File: config.mk
export PLATFORM = sky130hd
export DESIGN_NAME = smx_ctrl
export DESIGN_NICKNAME = d
export VERILOG_FILES = /design/src/rtl/core/smx_pkg.sv /design/src/rtl/core/smx_ctrl.sv
export SDC_FILE = /design/constraint.sdc
export NUM_CORES = 1
export LEC_CHECK = 0
export BUFFER_PORTS_ARGS = -buffer_cell sky130_fd_sc_hd__buf_4
export CAP_MARGIN = 5
export CELL_PAD_IN_SITES_DETAIL_PLACEMENT = 2
export CELL_PAD_IN_SITES_GLOBAL_PLACEMENT = 2
export CORE_MARGIN = 5
export CORE_UTILIZATION = 33
export DETAILED_ROUTE_END_ITERATION = 8
export HOLD_SLACK_MARGIN = 0.03
export PLACE_DENSITY = 0.86
export SYNTH_ARGS = -nofsm -noshare
export SYNTH_HDL_FRONTEND = slang
export SYNTH_SLANG_ARGS = --single-unit
File: constraint.sdc
create_clock -name clock -period 5.7 [get_ports clock]
set_clock_uncertainty 0.2 [all_clocks]
set_input_delay 0.57 -clock clock [delete_from_list [all_inputs] [get_ports clock]]
set_output_delay 0.57 -clock clock [all_outputs]
set_load 0.02 [all_outputs]
File: src/rtl/core/smx_pkg.sv
package smx_pkg;

   localparam int MAX_LEN_DFLT = 64;
   localparam int FRAC_BITS    = 50;
   localparam int SERIES_TERMS = 24;
   localparam int TERM_DIV_STEPS = 13;  // 52-bit term, 4 quotient bits per step
   localparam int OUT_DIV_STEPS  = 17;  // quotient bits of e * 2^16 / sum

   typedef struct packed {
      logic signed [15:0] value;
      logic               last;
   } req_type;

   typedef struct packed {
      logic [15:0] probability;
      logic [5:0]  position;
      logic        final_res;
      logic        overflowed;
   } rsp_type;

   typedef enum logic [4:0] {
      OP_NONE,
      OP_INIT_LOAD,
      OP_SER_MUL,
      OP_SER_DIV,
      OP_INIT_ADD,
      OP_EXP_LOAD,
      OP_EXP_ADD,
      OP_DROP,
      OP_QM_CLEAR,
      OP_QM_PROD,
      OP_QM_ACC,
      OP_QM_DONE,
      OP_STORE,
      OP_RD,
      OP_ODIV_LOAD,
      OP_ODIV_STEP,
      OP_OUT_LOAD,
      OP_OUT_NEXT,
      OP_CLEAR
   } dp_op_type;

   typedef struct packed {
      dp_op_type  op;
      logic [4:0] k;
      logic [1:0] pp;
      logic       first;
   } dp_cmd_type;

   typedef struct packed {
      logic full;
      logic mag_zero;
      logic last;
      logic idx_final;
   } dp_status_type;

   typedef enum logic [4:0] {
      S_INIT_START,
      S_INIT_MUL,
      S_INIT_DIV,
      S_INIT_ADD,
      S_IDLE,
      S_EXP_MUL,
      S_EXP_DIV,
      S_EXP_ADD,
      S_QM_START,
      S_QM_PROD,
      S_QM_ACC,
      S_QM_DONE,
      S_STORE,
      S_RD,
      S_ODIV_LOAD,
      S_ODIV,
      S_OUT_LOAD,
      S_OUT
   } smx_state_type;

endpackage

File: src/rtl/core/smx_ctrl.sv
module smx_ctrl (
   input  logic                  clock,
   input  logic                  reset,
   input  logic                  req_valid,
   output logic                  req_stall,
   output logic                  rsp_valid,
   input  logic                  rsp_stall,
   input  smx_pkg::dp_status_type status,
   output smx_pkg::dp_cmd_type   cmd
);
   import smx_pkg::*;

   smx_state_type state_ff, state_in;
   logic [4:0] k_ff, k_in;
   logic [4:0] cyc_ff, cyc_in;
   logic [1:0] pp_ff, pp_in;

   always_ff @(posedge clock) begin
      if (reset) begin
         state_ff <= S_INIT_START;
         k_ff     <= 5'd1;
         cyc_ff   <= '0;
         pp_ff    <= '0;
      end else begin
         state_ff <= state_in;
         k_ff     <= k_in;
         cyc_ff   <= cyc_in;
         pp_ff    <= pp_in;
      end
   end

   always_comb begin
      state_in  = state_ff;
      k_in      = k_ff;
      cyc_in    = cyc_ff;
      pp_in     = pp_ff;
      cmd.op    = OP_NONE;
      cmd.k     = k_ff;
      cmd.pp    = pp_ff;
      cmd.first = cyc_ff == '0;
      req_stall = 1'b1;
      rsp_valid = 1'b0;
      unique case (state_ff)
         S_INIT_START: begin
            cmd.op   = OP_INIT_LOAD;
            k_in     = 5'd1;
            state_in = S_INIT_MUL;
         end
         S_INIT_MUL, S_EXP_MUL: begin
            cmd.op   = OP_SER_MUL;
            cyc_in   = '0;
            state_in = (state_ff == S_INIT_MUL) ? S_INIT_DIV : S_EXP_DIV;
         end
         S_INIT_DIV, S_EXP_DIV: begin
            cmd.op = OP_SER_DIV;
            cyc_in = cyc_ff + 5'd1;
            if (cyc_ff == 5'(TERM_DIV_STEPS - 1)) begin
               state_in = (state_ff == S_INIT_DIV) ? S_INIT_ADD : S_EXP_ADD;
            end
         end
         S_INIT_ADD: begin
            cmd.op = OP_INIT_ADD;
            k_in   = k_ff + 5'd1;
            state_in = (k_ff == 5'(SERIES_TERMS)) ? S_IDLE : S_INIT_MUL;
         end
         S_IDLE: begin
            req_stall = 1'b0;
            k_in      = 5'd1;
            if (req_valid) begin
               if (status.full) begin
                  cmd.op   = OP_DROP;
                  // a dropped beat skips the exponential entirely
                  state_in = S_STORE;
               end else begin
                  cmd.op   = OP_EXP_LOAD;
                  state_in = S_EXP_MUL;
               end
            end
         end
         S_EXP_ADD: begin
            cmd.op = OP_EXP_ADD;
            k_in   = k_ff + 5'd1;
            state_in = (k_ff == 5'(SERIES_TERMS)) ? S_QM_START : S_EXP_MUL;
         end
         S_QM_START: begin
            pp_in = '0;
            if (status.mag_zero) begin
               state_in = S_STORE;
            end else begin
               cmd.op   = OP_QM_CLEAR;
               state_in = S_QM_PROD;
            end
         end
         S_QM_PROD: begin
            cmd.op   = OP_QM_PROD;
            state_in = S_QM_ACC;
         end
         S_QM_ACC: begin
            cmd.op   = OP_QM_ACC;
            pp_in    = pp_ff + 2'd1;
            state_in = (pp_ff == 2'd3) ? S_QM_DONE : S_QM_PROD;
         end
         S_QM_DONE: begin
            cmd.op   = OP_QM_DONE;
            state_in = S_QM_START;
         end
         S_STORE: begin
            // store only if this beat was not dropped
            if (!status.full) begin
               cmd.op = OP_STORE;
            end
            state_in = status.last ? S_RD : S_IDLE;
         end
         S_RD: begin
            cmd.op   = OP_RD;
            state_in = S_ODIV_LOAD;
         end
         S_ODIV_LOAD: begin
            cmd.op   = OP_ODIV_LOAD;
            cyc_in   = '0;
            state_in = S_ODIV;
         end
         S_ODIV: begin
            cmd.op = OP_ODIV_STEP;
            cyc_in = cyc_ff + 5'd1;
            if (cyc_ff == 5'(OUT_DIV_STEPS - 1)) begin
               state_in = S_OUT_LOAD;
            end
         end
         S_OUT_LOAD: begin
            cmd.op   = OP_OUT_LOAD;
            state_in = S_OUT;
         end
         S_OUT: begin
            rsp_valid = 1'b1;
            if (!rsp_stall) begin
               if (status.idx_final) begin
                  cmd.op   = OP_CLEAR;
                  state_in = S_IDLE;
               end else begin
                  cmd.op   = OP_OUT_NEXT;
                  state_in = S_RD;
               end
            end
         end
         default: state_in = S_INIT_START;
      endcase
   end

endmodule
* Word level (Yosys, flattened, before mapping) *
Cells that the tools add are included.

storage, ports and cells
  memories = 0
  logic and storage cells = 70
  ROM bits = 0
  bits in latches = 0
  memory bits (writable) = 0
  bits in registers = 17
  input bits = 8
  output and inout port bits = 15

cells by class
  reductions and logical operators = 12
  equal/unequal tests = 25
  muxes and demuxes = 26
  add/sub/neg operators = 3
  multiply operators = 0
  bitwise gates (word level) = 0
  divide/modulo/power cells = 0
  order comparisons = 0
  shifts and indexed selects = 0

operator list
  operator               count
  $pmux W5 S16           2
  $eq A5 B4 Y1 const B   9
  $mux W5                5
  $mux W4                6
  $eq A5 B3 Y1 const B   4
  $eq A5 B5 Y1 const B   4
  $pmux W5 S2            2
  $mux W3                5
  $add A5 B1 Y5 const B  2
  $eq A5 B2 Y1 const B   2
  $logic_not A5 Y1       2
  $ne A2 B2 Y1 const B   4
  $reduce_or A2 Y1       4
  $mux W2                3
  $reduce_bool A2 Y1     3
  $reduce_or A3 Y1       2
  $eq A5 B1 Y1 const B   1
  $pmux W2 S2            1
  $reduce_and A4 Y1      1
  $add A2 B1 Y2 const B  1
  $eq A2 B2 Y1 const B   1
  $mux W1                2

* Logic depth before layout (Yosys ltp) *
Gate-level depths: netlist of the first run.

  depth in word-level cells = 4
  mapped depth = 7
  mapped depth without buffers = 7

* Least setup slack after synthesis of the first run *
No wires, ideal clock.

  kind = reg-to-output
  from = reg state_ff[4]
  to = out cmd[8] (netlist name)
  required time = 4930 ps
  data arrival time = 1745 ps
  buffers on the path = 1
  path slack = 3185 ps
  stages on the path, launching flop included = 6
  path through = dfxtp_1 > buf_2 > nand2b_1 > nor4_2 > nand2_1 > o22ai_1

RTL lines
  element                   line            text
  start: declaration        smx_ctrl.sv:13  smx_state_type state_ff, state_in;
  start signal: assignment  smx_ctrl.sv:25  state_ff <= state_in;
  end: declaration          smx_ctrl.sv:9   output smx_pkg::dp_cmd_type cmd

==> flow_metrics.tcl, run 1 <==
set metrics [dict create \
    crit_chain "nand2b_1, nor4_2, nand2_1, o22ai_1, buf_4" \
    arrival_ns 2.25 \
    synth_top_cell_by_area "dfxtp_1" \
    root_buffer "clkbuf_8" \
    die_x_um 71.1 \
    cap_viol_max_count 0 \
    synth_top_area_share_pct 27.6 \
    drt_wl_total_um 4190 \
    grt_pass1_wl_um 7040 \
    cp.required_ns 4.93 \
    critPathMaxFanout 19 \
    drc 0 \
    antenna_cells 0 \
    slew_headroom_pct 51.8 \
    core-area_um2 3630 \
    yosysWarnings 0 \
    syn_area_per_cell_um2 7.70 \
    placed_cells 220 \
    via_per_inst 5.69 \
    min_path_type "reg -> reg" \
    netlist_instances 160 \
    clock_latency_ns 0.25 \
    drv_slew 0 \
    synth_commonest_cells "18 x nor2_1, 17 x dfxtp_1, 12 x a21oi_1" \
    num-nets-final 190 \
    grt_pass1_vias 1398 \
    min_path_cells 2 \
    synth_async_sr_flop_share_pct 0 \
    htree_levels 1 \
    p_per_area_nw_per_um2 449 \
    switching_power_mw 0.314 \
    synth_cell_type_count 48 \
    grt_max_degree 21 \
    rsz0062_at_grt "false" \
    outcome "completed" \
    criticalPathCategory "reg -> out" \
    die_h_um 71.1 \
    antenna_left 0 \
    dieArea_um2 5060 \
    ys_seq_elements 17 \
    stdcell_count 224 \
    dr.pass1.iters 4 \
    dr_total_vias 1275 \
    p_int_mw 0.338 \
    hold_violations 0 \
    n_fill_cell 445 \
    path_depth 5 \
    postCtsResizedCells 0 \
    wl_per_cell_um 18.7 \
    reg2reg_depth 5 \
    tns_ns 0 \
    clockBufferDepth 2 \
    crit_path_end_kind "output pin" \
    ios 23 \
    gr-usage-all-layers_pct 17.4 \
    min_period_over_period_pct 53.0 \
    dp_hpwl_um 3250 \
    postCtsHoldBufs 0 \
    cts_inserted_buffers 3 \
    worst-path-buf-inv 1 \
    yosysSeqAreaShare_pct 27.6 \
    min_period_ns 3.02 \
    startpoint_type "flop" \
    syn_nets 173 \
    switching_share_pct 48.1 \
    postCtsSetupRepairBufs 0 \
    path_clk_slew_ns 0.07 \
    grt_overflow_total 0 \
    area_growth_pct 17.8 \
    synth_edf_count 0 \
    clock_power_share_pct 14.1 \
    slowest_stage "dfxtp_1" \
    gp_congestion 0.903 \
    worst_pin_slew_ns 0.722 \
    drive_above_1_share_pct 17.0 \
    rows 22 \
    worst_path_dominant_cell_family "simple AND/OR/NAND/NOR gates" \
    fmax_mhz 331 \
    final-setup-viol-count 0 \
    p_leak_nw 0.554 \
    start_util_pct 33.9 \
    synthFlopType "dfxtp_1" \
    numClockSinks 17 \
    io_buffer_count 22 \
    antenna_found_initial 0 \
    max_stage_delay_ns 0.79 \
    yosys-top-cells-area "dfxtp_1 28%, nor2_1 5.5%, ha_1 5.1%" \
    drtIter0Drc 48 \
    syn_area_um2 1230 \
    yosys.cell_count.top_type "nor2_1" \
    cts_tree "built" \
    share_comb_of_total_power_pct 54.9 \
    p_seq_share_pct 31.0 \
    ir_worst_vdd_uv 296 \
]
through the flow:
step	worst slack, ns	util, %	area (µm²)	hold slack (ns)	total power, mW
finish	2.68	39.9	1450	0.335	0.652
CTS	2.70	39.9	1450	0.333	0.657
global placement	3.09	38.7	1410	0.289	0.534
floorplan	3.18	-	1230	0.283	0.445
detailed placement	2.99	38.7	1410	0.317	0.563
global route	2.48	39.9	1450	0.355	0.705
logic make-up (layout without fill, tap and decap cells):
kind of cell	after synthesis	in the layout	synth area share, %
flip-flops	17	17	27.6
XOR/XNOR	9	9	6.40
multiplexers	1	1	1.22
adder cells (fa/ha/maj)	5	5	5.08
buffers and inverters	21	37	7.61
AND/OR/NAND/NOR	63	63	28.3
AO/OA/AOI/OAI	44	44	23.8
sequential cells by signal, indices dropped and copies added (netlist names):
name,flops
pp_ff,2
k_ff,5
cyc_ff,5
state_ff,5
layout make-up:
cell class / instances / area [µm²] / share of cell area [%]
Multi-Input combinational cell: 122 / 798 / 55.0
Sequential cell: 17 / 340 / 23.4
Timing Repair Buffer: 22 / 165 / 11.4
Inverter: 11 / 41.3 / 2.84
Clock inverter: 1 / 5.00 / 0.345
Clock buffer: 3 / 41.3 / 2.84
Tap cell: 48 / 60.1 / 4.14
final timing paths:
path               start          end  slack, ns
min reg2reg     pp_ff[0]     pp_ff[0]       0.33
max reg2reg  state_ff[4]  state_ff[2]       3.30
min             pp_ff[0]     pp_ff[0]       0.33
max          state_ff[4]       cmd[8]       2.68
routing by layer:
metal  GRT usage (%)  wire [µm]
met4            2.92         17
met3            2.98        119
met2            32.0       2140
met5               0          0
met1            21.3       1910
power by group through the flow:
stage	sequential, mW	clock (mW)	combinational, mW
global placement	0.198	0	0.337
detailed placement	0.204	0	0.359
global route	0.209	0.0998	0.397
CTS	0.201	0.0938	0.362
floorplan	0.170	0	0.274
finish	0.202	0.0919	0.358
worst reg2reg max path, stage by stage, from the launching register on:
cell,delay (ns)
dfxtp_1,0.79
nor2_1,0.28
o2111ai_1,0.21
o21ai_0,0.15
a211oi_1,0.45
a32o_1,0.26
layout by cell type, fill, tap and decap left out, types with 5 or more instances in the layout:
cell type  instances
o21ai_0           10
nand2_1            9
inv_1             11
buf_4             22
a21oi_1           12
nor3_1             9
nor2_1            18
ha_1               5
dfxtp_1           17
xnor2_1            6
nand2b_1           6
Note: power is estimated with default switching activity, not from simulation.
==> run 2, diff against run 1 <==
--- a/config.mk
+++ b/config.mk
@@ -10,10 +10,10 @@
 export CELL_PAD_IN_SITES_DETAIL_PLACEMENT = 2
 export CELL_PAD_IN_SITES_GLOBAL_PLACEMENT = 2
 export CORE_MARGIN = 5
-export CORE_UTILIZATION = 33
+export CORE_UTILIZATION = 28
 export DETAILED_ROUTE_END_ITERATION = 8
 export HOLD_SLACK_MARGIN = 0.03
-export PLACE_DENSITY = 0.86
+export PLACE_DENSITY = 0.78
 export SYNTH_ARGS = -nofsm -noshare
 export SYNTH_HDL_FRONTEND = slang
 export SYNTH_SLANG_ARGS = --single-unit
==> constraint.sdc (replaced) <==
create_clock -name clock -period 2.57 [get_ports clock]
set_clock_uncertainty 0.2 [all_clocks]
set_input_delay 0.257 -clock clock [delete_from_list [all_inputs] [get_ports clock]]
set_output_delay 0.257 -clock clock [all_outputs]
set_load 0.02 [all_outputs]
==> flow_metrics.tcl, run 2 (same netlist as run 1, synthesis figures left out) <==
set metrics [dict create \
    final-setup-viol-count 0 \
    crit_path_end_kind "output pin" \
    slew_headroom_pct 64.9 \
    layout_commonest_cell "buf_4" \
    min_path_cells 2 \
    num-nets-final 194 \
    cts_tree "built" \
    p_seq_share_pct 30.2 \
    clockBufferDepth 2 \
    postCtsResizedCells 0 \
    cp.required_ns 2.11 \
    gp_congestion 0.843 \
    p_per_area_nw_per_um2 967 \
    rsz0062_at_grt "false" \
    die_h_um 76.3 \
    start_util_pct 28.5 \
    criticalPathCategory "reg -> out" \
    htree_levels 1 \
    grt_overflow_total 0 \
    min_period_over_period_pct 92.8 \
    drv_slew 0 \
    io_buffer_count 22 \
    grt_max_degree 16 \
    numClockSinks 17 \
    antenna_cells 0 \
    via_per_inst 5.53 \
    reg2reg_depth 7 \
    min_path_type "in -> reg" \
    dr_total_vias 1283 \
    drc 0 \
    grtUsageMet2_pct 26.5 \
    arrival_ns 1.93 \
    postCtsHoldBufs 0 \
    most-common-layout-cells "26 x buf_4, 18 x nor2_1, 17 x dfxtp_1, 12 x a21oi_1, 11 x inv_1" \
    p_int_mw 0.764 \
    grt_pass1_vias 1468 \
    utilization_pct 34.3 \
    antenna_found_initial 0 \
    rrSetupSlack_ns 0.48 \
    drive_above_1_share_pct 18.3 \
    tns_ns 0 \
    p_leak_nw 0.573 \
    n_fill_cell 518 \
    wl_per_cell_um 17.6 \
    critPathMaxFanout 13 \
    root_buffer "clkbuf_8" \
    rows 24 \
    r2r-start "k_ff[0]" \
    met3_usage_pct 3.31 \
    outcome "completed" \
    min_period_ns 2.38 \
    switching_power_mw 0.673 \
    postCtsSetupRepairBufs 0 \
    hold_violations 0 \
    cts_inserted_buffers 3 \
    cap_viol_max_count 0 \
    worst_r2r_endpoint "state_ff[2]" \
    clock_power_share_pct 13.8 \
    share_comb_of_total_power_pct 56.1 \
    dr.pass1.iters 4 \
    hold_start "reset" \
    ios 23 \
    core-area_um2 4320 \
    worst_pin_slew_ns 0.525 \
    met1_usage_pct 16.6 \
    fmax_mhz 419 \
    switching_share_pct 46.8 \
    dp_hpwl_um 3250 \
    area_growth_pct 20.5 \
    grt_pass1_wl_um 6890 \
    timing.hold.ws_ns 0.0577 \
    die_x_um 76.3 \
    hold_end "pp_ff[1]" \
    grt_busiest_layer "met2" \
    clock_latency_ns 0.25 \
    ir_worst_vdd_uv 345 \
    dieArea_um2 5830 \
    drtIter0Drc 43 \
    top_regs "cyc_ff x5, k_ff x5, state_ff x5" \
    startpoint_type "flop" \
    antenna_left 0 \
    gr-usage-all-layers_pct 14.3 \
    drt_wl_total_um 4070 \
    path_clk_slew_ns 0.06 \
]
run 2: changes by cell type in the layout (fill, tap and decap cells not counted), sizes merged:
cell    change
clkbuf      +1
buf         +4
clkinv      -1
run 2: layout make-up:
| cell class | count | area (µm²) | area share, % |
|---|---|---|---|
| inverter | 11 | 41.3 | 2.78 |
| tap | 52 | 65.1 | 4.38 |
| multi-input combinational | 122 | 798 | 53.7 |
| clock buffer | 4 | 45.0 | 3.03 |
| sequential | 17 | 340 | 22.9 |
| timing repair buffer | 26 | 195 | 13.1 |
run 2: worst max-delay path: stages, from the launching register on:
cell	delay [ns]
dfxtp_1	0.63
nor2b_1	0.31
nand3_1	0.24
nor2_1	0.15
a21oi_1	0.08
o21ai_0	0.09
buf_4	0.17
run 2: how the worst max path moves through the flow:
stage | start | to | slack, ns
5_1_grt | state_ff[2] | cmd[9] | 0.07
3_5_place_dp | state_ff[2] | cmd[9] | 0.47
3_3_place_gp | k_ff[0] | state_ff[2] | 0.55
2_1_floorplan | state_ff[4] | cmd[8] | 0.37
6_report | state_ff[2] | cmd[9] | 0.19
4_1_cts | state_ff[2] | cmd[9] | 0.18
run 2: metal layers:
layer	wire [µm]	vias up
met5	0	-
met4	31	0
met3	95	4
met2	2150	19
met1	1800	650
li1	-	610
run 2: through the flow:
| stage | instances | setup slack (ns) | power (mW) | area [µm²] |
|---|---|---|---|---|
| floorplan | 160 | 0.368 | 0.986 | 1230 |
| detailed placement | 228 | 0.467 | 1.25 | 1440 |
| finish | 232 | 0.186 | 1.44 | 1490 |
| global route | 232 | 0.0661 | 1.55 | 1490 |
| global placement | 228 | 0.549 | 1.20 | 1440 |
| CTS | 232 | 0.178 | 1.46 | 1490 |
run 2: power groups by stage:
stage | Combinational, mW | Sequential [mW] | Clock [mW]
3_5_place_dp | 0.811 | 0.439 | 0
4_1_cts | 0.815 | 0.432 | 0.208
6_report | 0.806 | 0.433 | 0.198
5_1_grt | 0.889 | 0.446 | 0.217
2_1_floorplan | 0.608 | 0.378 | 0
3_3_place_gp | 0.773 | 0.427 | 0
==> run 3, diff against run 2 <==
==> constraint.sdc (replaced) <==
create_clock -name clock -period 2.19 [get_ports clock]
set_clock_uncertainty 0.2 [all_clocks]
set_input_delay 0.219 -clock clock [delete_from_list [all_inputs] [get_ports clock]]
set_output_delay 0.219 -clock clock [all_outputs]
set_load 0.02 [all_outputs]
==> flow_metrics.tcl, run 3 (same netlist as run 1, synthesis figures left out) <==
set metrics [dict create \
    cap_viol_max_count 0 \
    crit_top_cell "buf_4" \
    start_util_pct 28.5 \
    design_area_um2 1570 \
    clock_latency_ns 0.26 \
    placed_cells 234 \
    min_period_ns 2.14 \
    htree_levels 1 \
    area_growth_pct 27.7 \
    hold_violations 0 \
    n_fill_cell 504 \
    utilization_pct 36.4 \
    wl_per_cell_um 18.3 \
    dieArea_um2 5830 \
    worst-path-buf-inv 2 \
    io_buffer_count 22 \
    most-common-layout-cells "32 x buf_4, 18 x nor2_1, 12 x a21oi_1, 12 x dfxtp_1, 11 x inv_1" \
    worst_path_dominant_cell_family "simple AND/OR/NAND/NOR gates" \
    clockBufferDepth 2 \
    multi_input_area_um2 818 \
    root_buffer "clkbuf_8" \
    worst_pin_slew_ns 0.442 \
    num-nets-final 201 \
    cp.required_ns 1.77 \
    p_leak_nw 0.609 \
    via_per_inst 5.46 \
    die_h_um 76.3 \
    dp_hpwl_um 3350 \
    dr.pass1.iters 4 \
    drive_above_1_share_pct 24.6 \
    drv_slew 0 \
    numClockSinks 17 \
    min_path_type "in -> reg" \
    outcome "completed" \
    gp_congestion 0.891 \
    layout_commonest_cell "buf_4" \
    crit_chain "buf_4, or3_4, nor4_4, a21oi_1, o21ai_0, buf_4" \
    dr_total_vias 1305 \
    fmax_mhz 468 \
    slowest_stage "or3_4" \
    antenna_left 0 \
    cts_inserted_buffers 3 \
    cts_tree "built" \
    drc 0 \
    grt_max_degree 18 \
    crit_path_end_kind "output pin" \
    core-area_um2 4320 \
    startpoint_type "flop" \
    ir_worst_vdd_uv 387 \
    die_x_um 76.3 \
    drt_wl_total_um 4370 \
    regArea_um2 354 \
    grt_overflow_total 0 \
    grt_pass1_wl_um 7070 \
    stdcell_count 239 \
    slew_headroom_pct 70.4 \
    top_regs "cyc_ff x5, k_ff x5, state_ff x5" \
    gr-usage-all-layers_pct 14.4 \
    antenna_cells 0 \
    critPathMaxFanout 9 \
    antenna_found_initial 0 \
    criticalPathCategory "reg -> out" \
    postCtsSetupRepairBufs 0 \
    min_period_over_period_pct 97.5 \
    rows 24 \
    max_stage_delay_ns 0.40 \
    drtIter0Drc 49 \
    path_clk_slew_ns 0.07 \
    grt_pass1_vias 1424 \
    ios 23 \
    rrSetupSlack_ns 0.16 \
    arrival_ns 1.72 \
    fin_ws_ns 0.0540 \
    p_per_area_nw_per_um2 1150 \
    place_ws_ns 0.125 \
    placed_area_um2 1490 \
    final-setup-viol-count 0 \
]
[run 3: cell types whose count changed in the layout (fill, tap and decap cells not counted)]
cell,previous run,this run
nor4_4,0,1
nor4_1,2,1
or3_1,1,0
dfxtp_4,0,3
or3_4,0,1
dfxtp_1,17,12
dlygate4sd3_1,0,1
dfxtp_2,0,2
buf_4,26,32
[run 3: path summary, 6_finish.rpt]
path,endpoint,cells after the start,startpoint
max,cmd[9],6,state_ff[3]
min,state_ff[4],3,rsp_stall
max reg2reg,state_ff[2],7,cyc_ff[0]
min reg2reg,pp_ff[1],2,pp_ff[1]
[run 3: cell type report]
| class | instances | area share (%) |
|---|---|---|
| multi-input combinational | 122 | 52.0 |
| sequential | 17 | 22.5 |
| timing repair buffer | 33 | 15.9 |
| tap | 52 | 4.13 |
| clock buffer | 4 | 2.86 |
| inverter | 11 | 2.62 |
[run 3: report_power, final]
part / total [mW] / internal (mW) / switching, mW
Combinational: 1.04 / 0.461 / 0.574
Sequential: 0.520 / 0.380 / 0.140
Clock: 0.248 / 0.129 / 0.118
[run 3: tightest hold or removal path: stages]
cell and delay [ns]:
buf_4 0.14, nand2_1 0.11, a21oi_1 0.07
[run 3: what timing repair did]
| item | in CTS | in global routing |
|---|---|---|
| hold buffers | 1 | 0 |
| setup endpoints to repair | 4 | 4 |
| resized for setup | 5 | 6 |
| hold endpoints to repair | 4 | 0 |
[run 3: metrics by stage]
| stage | TNS (ns) | hold WS, ns | total power [mW] |
|---|---|---|---|
| after global routing | -0.0161 | 0.132 | 1.93 |
| after floorplan | 0 | 0.169 | 1.16 |
| after CTS | 0 | 0.117 | 1.77 |
| final | 0 | 0.125 | 1.80 |
| after detailed placement | 0 | 0.287 | 1.51 |
| after global placement | 0 | 0.278 | 1.45 |
[run 3: routing by layer]
metal	GRT usage (%)	vias up	wire length, µm
met5	0	-	0
met4	1.05	0	7
met3	2.96	2	97
met2	26.2	20	2260
met1	18.2	651	2000
li1	-	632	-
